### src/sv/mme_ram.sv
// mme_ram: generic single-write, single-read RAM with a registered read
// standalone, depends on nothing
`default_nettype none

module mme_ram #(
  parameter int WIDTH = 16,
  parameter int DEPTH = 256
) (
  input  wire logic                     clk,
  input  wire logic                     we,
  input  wire logic [$clog2(DEPTH)-1:0] waddr,
  input  wire logic [WIDTH-1:0]         wdata,
  input  wire logic [$clog2(DEPTH)-1:0] raddr,
  output logic      [WIDTH-1:0]         rdata
);

  logic [WIDTH-1:0] mem [DEPTH];

  // write port and registered read port
  always_ff @(posedge clk) begin
    if (we) begin
      mem[waddr] <= wdata;
    end
    rdata <= mem[raddr];
  end

endmodule

`default_nettype wire

### config.mk
export PLATFORM = sky130hd
export DESIGN_NAME = mme_ram
export DESIGN_NICKNAME = d
export VERILOG_FILES = /design/src/sv/mme_ram.sv
export SDC_FILE = /design/constraint.sdc
export NUM_CORES = 2
export LEC_CHECK = 0
export BUFFER_PORTS_ARGS = -buffer_cell sky130_fd_sc_hd__buf_2
export CORE_AREA = 2 2 604 606
export DETAILED_ROUTE_END_ITERATION = 6
export DIE_AREA = 0 0 606 608
export HOLD_SLACK_MARGIN = 0.03
export PLACE_DENSITY = 0.6
export SLEW_MARGIN = 25
export SYNTH_ARGS = -nofsm -noshare
export SYNTH_HDL_FRONTEND = slang
export SYNTH_SLANG_ARGS = --single-unit
### constraint.sdc
create_clock -name clk -period 4.6 [get_ports clk]
set_input_delay 0 -clock clk [delete_from_list [all_inputs] [get_ports clk]]
set_output_delay 0 -clock clk [all_outputs]
set_load 0.005 [all_outputs]
# Yosys cells after proc, flatten, opt, wreduce, memory -nomap -nowiden
# Memory sizes are Yosys's and may differ from the RTL's. A register that Yosys moved wholly into a read port is not among the register bits.
# Cells that the tools add are included.
[totals]
regBits = 0
latch_bits = 0
ram_bits = 4096
romBits = 0
in_bits = 34
output_inout_bits = 16
wordCells = 3
mem_count = 1
[classes]
add_sub_neg = 0
mul = 0
div = 0
n_lt_le_gt_ge = 0
eq_ne = 0
n_shift = 0
muxes = 2
bitwise_logic = 0
n_reduce_logical = 0
[mem_list]
columns = ["name", "depth", "word_bits", "read_ports", "rd_ports_with_merged_regs", "write_ports", "line_no", "source"]
rows = [
  ["mem", 256, 16, 1, 1, 1, "17", "logic [WIDTH-1:0] mem [DEPTH];"],
]
[op_table]
columns = ["operator", "n"]
rows = [
  ["$mux 1", 2],
]

# Longest topological paths before layout
[depth]
depth_word = 2
mapped_depth = 12

# Worst setup path before layout
# OpenSTA, ideal clock, no wires.
[synth_path]
path_kind = "input to register"
start = "in waddr[3]"
end = "mem mem[235][0] (enable)"
setup_time_ns = 0.388
arrival_time_ns = 1.777
slack_ns = 2.435
cell_stages = 6
path_cell_list = "clkbuf_1 -> nor2b_1 -> clkbuf_1 -> nand4_1 -> clkbuf_1 -> nor2_1"
[synth_lines]
columns = ["item", "line_no", "source"]
rows = [
  ["from (decl)", "11", "input wire logic [$clog2(DEPTH)-1:0] waddr,"],
  ["to (decl)", "17", ""],
]
# Straight into the memory's write port.

==> impl_metrics.csv <==
group,metric,value,unit
logic_synthesis,synth_cell_types,52,
sta,setup_ws,1224,ps
pwr,netSwitchingPower,16.86,mW
logic_synthesis,syn-num-nets,7394,
placement,pre_cts_slack,563.0,ps
pwr,power_frac_comb,5.0,%
logic_synthesis,synth_area_leader_cell,"edfxtp_1",
die,io_pins,50,
pwr,p_seq_share,53.0,%
pwr,p_int,61.28,mW
layout,areaGrowthSynthToFinish,13.72,%
pwr,switching_share,21.58,%
cts,cts_buffer_depth,4,
logic_synthesis,synth_area_leaders,"edfxtp_1, mux4_2, mux2i_1",
detailed_routing,drc,0,
die,dieArea,368400,µm²
detailed_routing,dr_total_vias,79147,
sta,post-route-min-period,3376,ps
detailed_routing,vias_per_cell,6.089,
global_route,grt_usage,22.98,%
logic_synthesis,netlist.area_leader.share,77.50,%
placement,dpl.hpwl,255000,µm
sta,slew-limit-headroom,24.66,%
global_route,grt_max_degree,164,
worst_setup_path,arrival,4230,ps
sta,max_freq,296.2,MHz
die,fp.coreArea,361700,µm²
die,die_w,606,µm
layout,final_net_count,7882,
detailed_routing,ant_nets,0,
pwr,peakVddDrop,0.3257,mV
logic_synthesis,synth_common_cells,"edfxtp_1, mux4_2, mux2i_1, nor2_1, o221ai_1",
pwr,power,78.14,mW
die,start_util,43.88,%
logic_synthesis,synth_flop_cell,"edfxtp_1",
global_route,grt_pass1_vias,77507,
sta,fin_crit_sh,73.39,%
logic_synthesis,avgSynthCellArea,21.56,µm²
sta,clock_skew,67.75,ps
cts,cts.sinks,4112,
detailed_routing,dr.pass1.iters,6,
layout,drive_gt1_share,25.64,%
cts,clkLatencyLatePin,990,ps
logic_synthesis,synth_warnings,0,
global_route,antenna_found_initial,39,
cts,cts_setup_buffers,0,
detailed_routing,drt_iter0_drc,9926,
placement,post_dp_cell_area,166800,µm²
sta,tns,0,ps
sta,tightest_slew,1130,ps
detailed_routing,wl,428500,µm
logic_synthesis,synth_edf_count,4096,
run_status,status,"finished, final reports clean",
die,die_h,608,µm
pwr,leakage,56.86,nW
sta,finalHoldViolations,0,
sta,drv_slew,0,
sta,rsz0062_at_grt,"false",
worst_setup_path,required,5460,ps
placement,gp_congestion,0.8807,
logic_synthesis,yosysSeqAreaShare,77.70,%
placement,port_buffers,49,
global_route,grt_pass1_wl,601700,µm
cts,cts_max_level,5,
worst_setup_path,cp-start-kind,"primary input",
pwr,p_per_area,432.9,nW/µm²
detailed_routing,wl_per_cell,32.97,µm
worst_setup_path,worstSetupPathType,"in2reg",
sta,report.final.setup_viol,0,
global_route,grt_overflow,0,
logic_synthesis,postSynth.asyncResetShare,0,%
logic_synthesis,yosys.cell_count.top_type,"edfxtp_1",
min_path,hold_depth,2,
logic_synthesis,ys_ff_latch,4112,
flow_run,maxCapViolCount,0,
min_path,min_path_type,"in2reg",
logic_synthesis,netlist_instances,7360,
logic_synthesis,synthesis.area,158700,µm²
layout,final_area,180500,µm²
worst_setup_path,ff2ff_setup_slack,1330,ps
pwr,power_frac_clock,42.0,%
worst_setup_path,path_max_fanout,48,
worst_setup_path,end_kind,"register",
die,num_rows,221,
cts,cts_tree,"yes",
worst_setup_path,reg2regPathDepth,7,
cts,cts_buffers,409,
cts,cts_root_buf,"clkbuf_16",
cts,clkSlewWorstSetupHoldPaths,60,ps
path summary, 6_finish.rpt:
path / to / startpoint
setup reg to reg: rdata[9] / mem[3][9]
setup / recovery: rdata[13] / raddr[4]
hold / removal: mem[97][15] / wdata[15]
hold reg to reg: rdata[3] / mem[210][3]
final cells by class:
type / count / area [µm²]
diodes: 24 / 60.06
clock buffers: 502 / 10770
clock inverters: 241 / 2320
fillers: 28612 / 181200
inverters: 4 / 27.53
multi-input cells: 2792 / 33240
flip-flops and latches: 4112 / 123300
well taps: 4794 / 5998
repair buffers: 529 / 4758
what timing repair did:
| item | 4_1_cts | 5_1_grt |
|---|---|---|
| endpoints found under the hold margin | 3775 | 41 |
| hold buffers | 36 | 3 |
| gates resized for setup | 0 | 0 |
through the flow:
stage                     util (%)  hold slack (ps)  instances
final                        49.91            76.76      12998
after global routing         49.90            74.82      12988
after CTS                    49.84            31.78      12968
after detailed placement     46.12            459.1      12189
after global placement       46.08            443.5      12188
after floorplan                  -            98.87       7360
logic make-up after synthesis:
kind of cell    Yosys count  synth area share, %
compound gates          786                3.537
buf+inv                 456                1.693
mux                    1450                15.50
simple gates            556                1.574
flops                  4112                77.70
placed cells by master (no fill, tap or decap), types with 11 or more instances in the layout:
cell	synthesis	final
nor2_1	304	206
nand3_1	35	28
buf_12	5	45
clkbuf_1	230	81
o22ai_1	148	148
nand4_1	26	26
a211oi_1	18	18
o21ai_0	37	37
nor4_1	17	17
nor2_4	0	35
mux4_2	797	797
a22oi_1	43	43
mux2_2	88	88
clkbuf_16	0	415
a22o_1	32	32
dlygate4sd3_1	0	38
a221oi_1	28	28
dfxtp_1	16	16
o31ai_1	16	13
buf_8	11	17
o32ai_1	20	20
nor2_2	0	63
bufinv_16	0	35
o221ai_1	252	252
buf_2	76	29
nand2_1	38	35
clkinv_1	0	74
nor3_1	92	85
mux2i_1	565	565
edfxtp_1	4096	4096
and3_1	11	11
a21oi_1	175	175
diode_2	0	24
clkinv_2	0	80
buf_4	26	394
clkinvlp_4	0	20
worst max-delay path, cell delays in order:
cell and delay [ps]:
dlygate4sd3_1 650, buf_6 280, inv_6 300, buf_4 550, buf_4 530, a21oi_1 130, o21ai_0 880, nand4_1 460
nor4_1 350
state kept, by name, summed over array words and instances (netlist names):
register and flops:
mem 4096, rdata 16
power by group through the flow:
stage	Clock, mW	Combinational (mW)	Sequential, mW
2_1_floorplan	0	2.04	42.1
3_3_place_gp	0	3.81	42.2
3_5_place_dp	0	3.88	42.2
4_1_cts	33.3	3.92	41.4
5_1_grt	34.7	4.10	41.4
6_report	32.8	3.91	41.4
per-layer routing:
layer  GRT usage [%]  wire [µm]  part of all wire, %  up-vias
met5               0         50                0.012        -
met4           7.256      14440                  3.4        8
met3           4.135      36950                  8.6      574
met2           36.39     205200                   48     3717
met1           32.53     171900                   40    42549
li1                -          -                    -    32299
No activity file was read; power rests on OpenSTA's default activity.
