<file path="src/sv/mme_pkg.sv">
// mme_pkg: shared types, constants and helpers of the matrix multiply engine
// used by mme_mac and matrix_multiply_engine; depends on nothing
`default_nettype none

package mme_pkg;

  // store geometry
  localparam int MAX_DIM = 16;
  localparam int DIM_W   = $clog2(MAX_DIM);
  localparam int CELLS   = MAX_DIM * MAX_DIM;
  localparam int ADDR_W  = $clog2(CELLS);
  localparam int CNT_W   = $clog2(MAX_DIM + 1);

  // field widths
  localparam int IDX_W   = 4;
  localparam int ELEM_W  = 16;
  localparam int PROD_W  = 2 * ELEM_W;
  localparam int ACC_W   = 40;
  localparam int CMD_W   = 2;
  localparam int CFG_W   = 5;
  localparam int REG_W   = 2;

  localparam logic [CFG_W-1:0] CFG_RESET = 5'd16;

  // command codes
  localparam logic [CMD_W-1:0] CMD_WR_A    = 2'd0;
  localparam logic [CMD_W-1:0] CMD_WR_B    = 2'd1;
  localparam logic [CMD_W-1:0] CMD_COMPUTE = 2'd2;

  // register indexes
  localparam logic [REG_W-1:0] REG_ROWS_M  = 2'd0;
  localparam logic [REG_W-1:0] REG_INNER_N = 2'd1;
  localparam logic [REG_W-1:0] REG_COLS_L  = 2'd2;

  // control from the sequencer to the multiply-accumulate unit
  typedef struct packed {
    logic clear;
    logic issue;
  } mac_ctrl_t;

  // status back from the multiply-accumulate unit
  typedef struct packed {
    logic busy;
  } mac_stat_t;

  // register value clipped to the store size
  function automatic logic [CNT_W-1:0] eff_size(input logic [CFG_W-1:0] r);
    if (32'(r) > MAX_DIM) begin
      return CNT_W'(MAX_DIM);
    end
    return CNT_W'(r);
  endfunction

endpackage

`default_nettype wire

</file>
<file path="src/sv/mme_mac.sv">
// mme_mac: pipelined multiply-accumulate over element pairs read from the stores
// depends on mme_pkg
`default_nettype none

module mme_mac (
  input  wire logic                                clk,
  input  wire logic                                rst,
  input  wire mme_pkg::mac_ctrl_t                  ctrl,
  input  wire logic signed [mme_pkg::ELEM_W-1:0]   a_data,
  input  wire logic signed [mme_pkg::ELEM_W-1:0]   b_data,
  output logic signed      [mme_pkg::ACC_W-1:0]    acc,
  output mme_pkg::mac_stat_t                       stat
);

  logic                                 data_valid;
  logic                                 prod_valid;
  logic signed [mme_pkg::PROD_W-1:0]    prod;

  // valid tracking for ram data and the product register
  always_ff @(posedge clk) begin
    if (rst) begin
      data_valid <= 1'b0;
      prod_valid <= 1'b0;
    end else begin
      data_valid <= ctrl.issue;
      prod_valid <= data_valid;
    end
  end

  // multiply stage, then accumulate stage
  always_ff @(posedge clk) begin
    prod <= a_data * b_data;
    if (ctrl.clear) begin
      acc <= '0;
    end else if (prod_valid) begin
      acc <= acc + {{(mme_pkg::ACC_W - mme_pkg::PROD_W){prod[mme_pkg::PROD_W-1]}}, prod};
    end
  end

  assign stat.busy = data_valid | prod_valid;

endmodule

`default_nettype wire

</file>
<file path="config.mk">
export PLATFORM = sky130hd
export DESIGN_NAME = mme_mac
export DESIGN_NICKNAME = d
export VERILOG_FILES = /design/src/sv/mme_pkg.sv /design/src/sv/mme_mac.sv
export SDC_FILE = /design/constraint.sdc
export NUM_CORES = 1
export LEC_CHECK = 0
export BUFFER_PORTS_ARGS = -buffer_cell sky130_fd_sc_hd__buf_2
export CORE_MARGIN = 3
export CORE_UTILIZATION = 40
export CTS_CLUSTER_DIAMETER = 30
export CTS_CLUSTER_SIZE = 14
export DETAILED_ROUTE_END_ITERATION = 10
export GPL_ROUTABILITY_DRIVEN = 0
export HOLD_SLACK_MARGIN = 0.06
export SLEW_MARGIN = 0
export SYNTH_ARGS = -nofsm -noshare
export SYNTH_HDL_FRONTEND = slang
export SYNTH_SLANG_ARGS = --single-unit
</file>
<file path="constraint.sdc">
create_clock -name clk -period 9.2 [get_ports clk]
set_input_delay 0.46 -clock clk [delete_from_list [all_inputs] [get_ports clk]]
set_output_delay 0.46 -clock clk [all_outputs]
set_load 0.01 [all_outputs]
</file>
Yosys cells after proc, flatten, opt, wreduce, memory -nomap -nowiden
Cells that the tools add are included.

Flip-flop bits (word level): 74. Bits of input ports: 36. Output and inout port bits: 41. Logic and storage cells: 7.

$add $sub $neg: 1. $mul: 1. Bitwise operators: 1.

Operators by type and width (number): $add 40x40->40 (1); $mul 16x16->32 (1); $or 1x1->1 (1).

Longest topological paths before layout
Gate-level depths: netlist (run 1).

Depth in word-level cells: 1. Mapped depth: 23. Mapped depth without buffers: 22.

Worst setup path before layout (run 1)
Ideal clock, no wire load.

Kind: input-to-reg. Start point: input a_data[10] (netlist bit). End point: register prod[30] (netlist bit). Library setup time: 72 ps. Arrival: 6004 ps. Required time: 9128 ps. Setup slack: 3124 ps. Stages on the path: 19. Path buffers: 1. Cells stage by stage: clkbuf_1 -> nand2_1 -> fa_1 -> fa_1 -> fa_1 -> fa_1 -> inv_1 -> fa_1 -> fa_1 -> ha_1 -> o21a_1 -> a2111o_1 -> a22oi_1 -> a21bo_2 -> o21ai_1 -> a31oi_1 -> a211o_1 -> a21oi_1 -> xnor2_1.

Word-level cells in the longest chain between the ends: 1.

Ends and longest elaborated chain: start, declared (line mme_mac.sv:9) `input wire logic signed [mme_pkg::ELEM_W-1:0] a_data,`; $mul 16x16->32 (line mme_mac.sv:32) `prod <= a_data * b_data;`; end signal, assigned (line mme_mac.sv:32); end, declared (line mme_mac.sv:17) `logic signed [mme_pkg::PROD_W-1:0] prod;`.

Every way passes these cells. A chain may end at the register's enable or synchronous reset.

Final worst setup path (run 1)
Start point: input a_data[7] (netlist bit). End point: register prod[30] (netlist bit).

The elaborated chain is that of the path after synthesis.

==> flow_summary.ini, run 1 <==
[yosys]
avgSynthCellArea_um2 = 8.97
synth-seq-area-share = 0.106
synth_ff_type = dfxtp_1
synth-simple-area-share = 0.162
synth-seq-cells = 74
ys_types = 67
synth_top_family_by_area = adder cells
synthAdderAreaFrac = 0.487
synthCells = 1553
synth_edf_count = 0
synth-compound-area-share = 0.103
ys_warn_count = 0
async_reset_ff_frac = 0
synth_xor_area_frac = 0.0352
synth_fp_nets = 1973
synthMuxAreaShare = 0.0111
synthesis.area_um2 = 13900

[timing]
tightest_slew_ps = 1070
drv_slew = 0
period_needed_ps = 6150
setup_viol = 0
finalClockSkew_ps = 9.67
rsz0062_at_grt = no
period_share = 0.669
fmax_mhz = 163
worst_slack_ps = 3050
hold_violations = 0
tns_ps = 0
relSlewSlack = 0.284

[worst_setup_path]
critPathCaptureType = flip-flop
path_cells = buf_2, and2_1, fa_1, inv_1, fa_1, fa_1, fa_1, inv_1, fa_1, fa_1, ha_1, o21a_1, a2111o_1, a22oi_1, a21bo_2, o21ai_1, a31oi_1, a211o_1, a21oi_1, xnor2_1
reg2regPathDepth = 10
crit_buf_inv = 3
crit_type = in2reg
worstPathRequired_ps = 9470
r2r-start = acc[14]$_SDFFE_PP0P_
critPathMostFrequentCell = fa_1
cp_slowest_cell = fa_1
r2r-end = acc[39]$_SDFFE_PP0P_
crit_arrival_ps = 6420
crit_fanout = 16
crit_family = adder cells
worstSetupStartpointType = primary input
critPathMaxStageDelay_ps = 540
reg2reg_slack_ps = 6020

[placement]
placedInstanceArea_um2 = 14700
hpwlAfterDp_um = 27500
port_buffers = 76
post-place-ws_ps = 2710

[cts]
cts_tree = built
cts_sinks = 74
cts_hold_buf = 0
clockRootBuffer = clkbuf_16
cts_made_buffers = 9
clock_latency_ps = 350
cts_setup_buffers = 0
clkTransAtPathRegs_ps = 60
cts_buffer_depth = 2
cts-resized-gates = 0
cts_htree_levels = 3

[floorplan]
start_util = 0.410
die_area_um2 = 37100
core_area_um2 = 34000
rows = 67
die_y_um = 193
die_w_um = 193
io_pins = 77

[drt]
drtAntennaViolNets = 0
avgViaCountPerCell = 5.12
drt_pass1_iterations = 5
drtIter0Drc = 656
drc = 0
wirelength_um = 33200
wl_per_cell_um = 16.2
num_vias = 10456

[hold_path]
hold_depth = 2
hold_start = rst
holdPathEnd = prod_valid$_SDFF_PP0_
hold_path_class = in2reg

[final_layout]
regArea_um2 = 1480
layout-drive-gt1-share = 0.0715
final_area_um2 = 15000
fill_cells = 3354
layout.nets = 2010
syn_to_final_growth_pct = 7.59
postLayoutCoreUtil = 0.441
antenna_cells = 0
multi_input_area_um2 = 11100

[flow_run]
max_cap_viol_count = 0

[grt]
grt_usage = 0.184
grt-ovfl-total = 0
grt_pass1_vias = 10791
grt_start_max_net_pins = 51
antenna_found_initial = 0
grt_first_pass_wirelength_um = 54500

[run_status]
status = completed
cells in the final DEF (no fill, tap or decap), drive strengths merged, types with 12 or more instances in the layout:
cell	synthesis	layout
a211oi	12	12
a31oi	13	13
xnor2	40	40
dfxtp	74	74
nand2	163	163
nor3	15	15
and2	125	125
a21o	30	30
ha	121	121
nor2	73	73
buf	5	77
xor2	16	16
mux2i	14	14
o21ai	37	37
a21oi	63	63
inv	302	306
nand4	13	13
fa	263	263
metal layers:
layer / track usage / vias up / share of wire
met2: 0.334 / 184 / 0.51
met4: 0.0409 / 0 / 0.020
met5: 0 / - / 0
li1: - / 4941 / -
met1: 0.239 / 5294 / 0.44
met3: 0.0180 / 37 / 0.030
cell families after synthesis:
kind of cell / count (synthesis)
AND/OR/NAND/NOR: 455
adder cells (fa/ha/maj): 384
buffers and inverters: 353
AO/OA/AOI/OAI: 216
flip-flops: 74
XOR/XNOR: 56
multiplexers: 15
worst max path at each step:
| stage | startpoint | cells after the start | endpoint | slack (ps) |
|---|---|---|---|---|
| after floorplan | a_data[10] | 19 | prod[30]$_DFF_P_ | 3120 |
| after global placement | a_data[10] | 19 | prod[30]$_DFF_P_ | 2770 |
| after detailed placement | a_data[11] | 21 | prod[30]$_DFF_P_ | 2710 |
| after CTS | a_data[11] | 21 | prod[30]$_DFF_P_ | 3070 |
| after global routing | b_data[1] | 20 | prod[28]$_DFF_P_ | 2790 |
| final | a_data[7] | 20 | prod[30]$_DFF_P_ | 3050 |
flip-flops by register name, indices dropped and copies added (netlist names):
| signal | flops |
|---|---|
| prod_valid | 1 |
| prod | 32 |
| data_valid | 1 |
| acc | 40 |
Yosys cell counts, drive strengths merged, types with 3 or more instances:
master,n,share of area
and2,125,0.056
nor3b,5,0.0027
a31oi,13,0.0058
fa,263,0.38
nand3,11,0.0040
a21oi,63,0.023
o21bai,11,0.0062
nor2,73,0.020
nand3b,3,0.0016
a211o,3,0.0019
a211oi,12,0.0068
o211ai,3,0.0016
xor2,16,0.010
xnor2,40,0.025
o21ai,37,0.013
clkbuf,46,0.012
nand2b,11,0.0049
buf,5,0.0020
nand4,13,0.0058
or4,5,0.0030
mux2i,14,0.010
inv,302,0.081
and3,9,0.0040
ha,121,0.11
nand2,163,0.044
nor3,15,0.0057
or2,4,0.0018
or3,3,0.0013
o22ai,4,0.0018
a21o,30,0.016
o21ba,3,0.0022
nor2b,11,0.0049
o21a,9,0.0048
o31ai,3,0.0016
dfxtp,74,0.11
final cells by class:
class | instances | area share
clock buffers | 9 | 0.0150
clock inverters | 7 | 0.00551
inverters | 302 | 0.0756
multi-input cells | 1126 | 0.742
flip-flops and latches | 74 | 0.0989
well taps | 448 | 0.0374
repair buffers | 77 | 0.0259
through the flow:
stage	std cells	hold WS (ps)
after floorplan	1553	429
after global placement	2027	445
after detailed placement	2027	454
after CTS	2043	274
after global routing	2043	283
final	2043	284
worst register-to-register path, cell delays in order (launching register included):
cell and delay, ps:
dfxtp_1 350, ha_1 410, a21o_2 240, o21bai_1 160
a311o_1 400, a2111o_1 360, o21bai_2 300, o221ai_2 170
and3_1 200, nor3_2 150, mux2_4 320
Power of run 1 is not shown: default switching activity piles up to over one toggle a cycle in this logic, so the estimate is an artifact.
==> run 2: changes to the inputs <==
==> constraint.sdc (replaced) <==
create_clock -name clk -period 5.65 [get_ports clk]
set_input_delay 0.2825 -clock clk [delete_from_list [all_inputs] [get_ports clk]]
set_output_delay 0.2825 -clock clk [all_outputs]
set_load 0.01 [all_outputs]
==> run 2 against run 1 <==
Worst setup slack worse by 3000 ps. Final area is 8.6% higher. Cell count is 6.4% higher. Worst hold slack worse by 170 ps. Clock skew is 4.1 ps lower. Sequential share of layout area is 0.79 points lower. Critical path depth is 1 higher. Wire length is 0.77% lower. Flip-flop and latch count stayed put.
==> flow_summary.ini, run 2 (synthesis results as in run 1) <==
[run_status]
status = completed

[grt]
grt_usage = 0.186
antenna_found_initial = 0
grt_start_max_net_pins = 51
grt_first_pass_wirelength_um = 56200
grt_pass1_vias = 11475
grt-ovfl-total = 0

[cts]
clockRootBuffer = clkbuf_16
cts_sinks = 74
cts_buffer_depth = 2
clock_latency_ps = 340
cts_tree = built
cts_made_buffers = 9
cts_hold_buf = 0
clkTransAtPathRegs_ps = 50
cts_htree_levels = 3

[timing]
finalClockSkew_ps = 5.53
drv_slew = 0
relSlewSlack = 0.332
worst_slack_ps = 68.1
period_share = 0.988
tightest_slew_ps = 1000
whs_ps = 115
setup_viol = 0
period_needed_ps = 5580
fmax_mhz = 179
rsz0062_at_grt = yes
hold_violations = 0

[drt]
drtIter0Drc = 398
num_vias = 10834
wirelength_um = 32900
wl_per_cell_um = 15.2
avgViaCountPerCell = 4.99
drtAntennaViolNets = 0
drc = 0
drt_pass1_iterations = 5

[worst_setup_path]
worstPathRequired_ps = 5920
critPathCaptureType = flip-flop
crit_type = in2reg
crit_fanout = 6
crit_arrival_ps = 5850
worstSetupStartpointType = primary input

[final_layout]
final_common_cell = inv_1
layout-drive-gt1-share = 0.161
top_regs = acc: 40 flops, prod: 32 flops
fill_cells = 3292
largest_reg_flops = 40
layout.nets = 2140
regMostFlops = acc
antenna_cells = 0
postLayoutCoreUtil = 0.480
fin_cells = 2173
syn_to_final_growth_pct = 16.9
final_cell_mix = 299 x inv_1, 252 x fa_1, 162 x nand2_1

[placement]
port_buffers = 76
post-place-ws_ps = -377
placed_cells = 2155
hpwlAfterDp_um = 29000

[floorplan]
core_area_um2 = 34000
die_w_um = 193
die_area_um2 = 37100
rows = 67
die_y_um = 193
start_util = 0.410
io_pins = 77

[flow_run]
max_cap_viol_count = 0

[hold_path]
hold_path_class = in2reg
## run 2: cell types whose count changed in the layout (fill, tap and decap cells not counted), moves of 6 or more
cell,before,now
buf_6,0,11
buf_12,0,6
clkbuf_4,0,8
buf_4,1,119
fa_1,263,252
fa_2,0,11
buf_2,76,63
## run 2: per-stage QoR
stage	cell area [µm²]	TNS, ps
after floorplan	14000	-57.2
after global placement	15800	-1460
after detailed placement	15800	-1910
after CTS	16100	0
after global routing	16300	-231
final	16300	0
## run 2: layout make-up
class	instances	area (µm²)	area share
Clock buffer	11	233	0.0143
Clock inverter	5	55.1	0.00338
Inverter	302	1130	0.0696
Multi-Input combinational cell	1126	11300	0.694
Sequential cell	74	1480	0.0910
Tap cell	448	561	0.0344
Timing Repair Buffer	207	1510	0.0929
## run 2: critical path, cell delays in order
cell,delay [ps]
clkbuf_4,150
and2_1,180
fa_1,500
inv_1,50
fa_1,500
fa_1,450
fa_1,500
inv_1,50
fa_1,510
fa_1,450
ha_4,180
buf_4,120
o21a_1,170
a2111o_1,440
a22oi_1,190
a21bo_2,280
o21ai_4,160
a31oi_4,120
a211o_1,290
a21oi_2,140
xnor2_1,120
## run 2: worst paths after layout
path | end | slack [ps] | start | cells past startpoint
worst max-delay path | prod[30]$_DFF_P_ | 70 | a_data[6] | 21
worst min-delay path | data_valid$_SDFF_PP0_ | 120 | rst | 2
worst max register to register | acc[39]$_SDFFE_PP0P_ | 2450 | acc[14]$_SDFFE_PP0P_ | 10
worst min register to register | prod_valid$_SDFF_PP0_ | 470 | data_valid$_SDFF_PP0_ | 1
## run 2: timing repair
action                                  CTS  global route
resized for setup                         0            60
pin swaps                                 1            37
endpoints found under the setup margin    1             8
cloned                                    0             0
setup buffers                             0             2
## run 2: per-layer routing
metal,share of wire,routed length (µm),GRT usage
met2,0.50,16400,0.324
met1,0.46,15100,0.252
met3,0.031,1010,0.0169
met4,0.014,476,0.0373
met5,0,0,0
Power of run 2 is left out for the same reason.
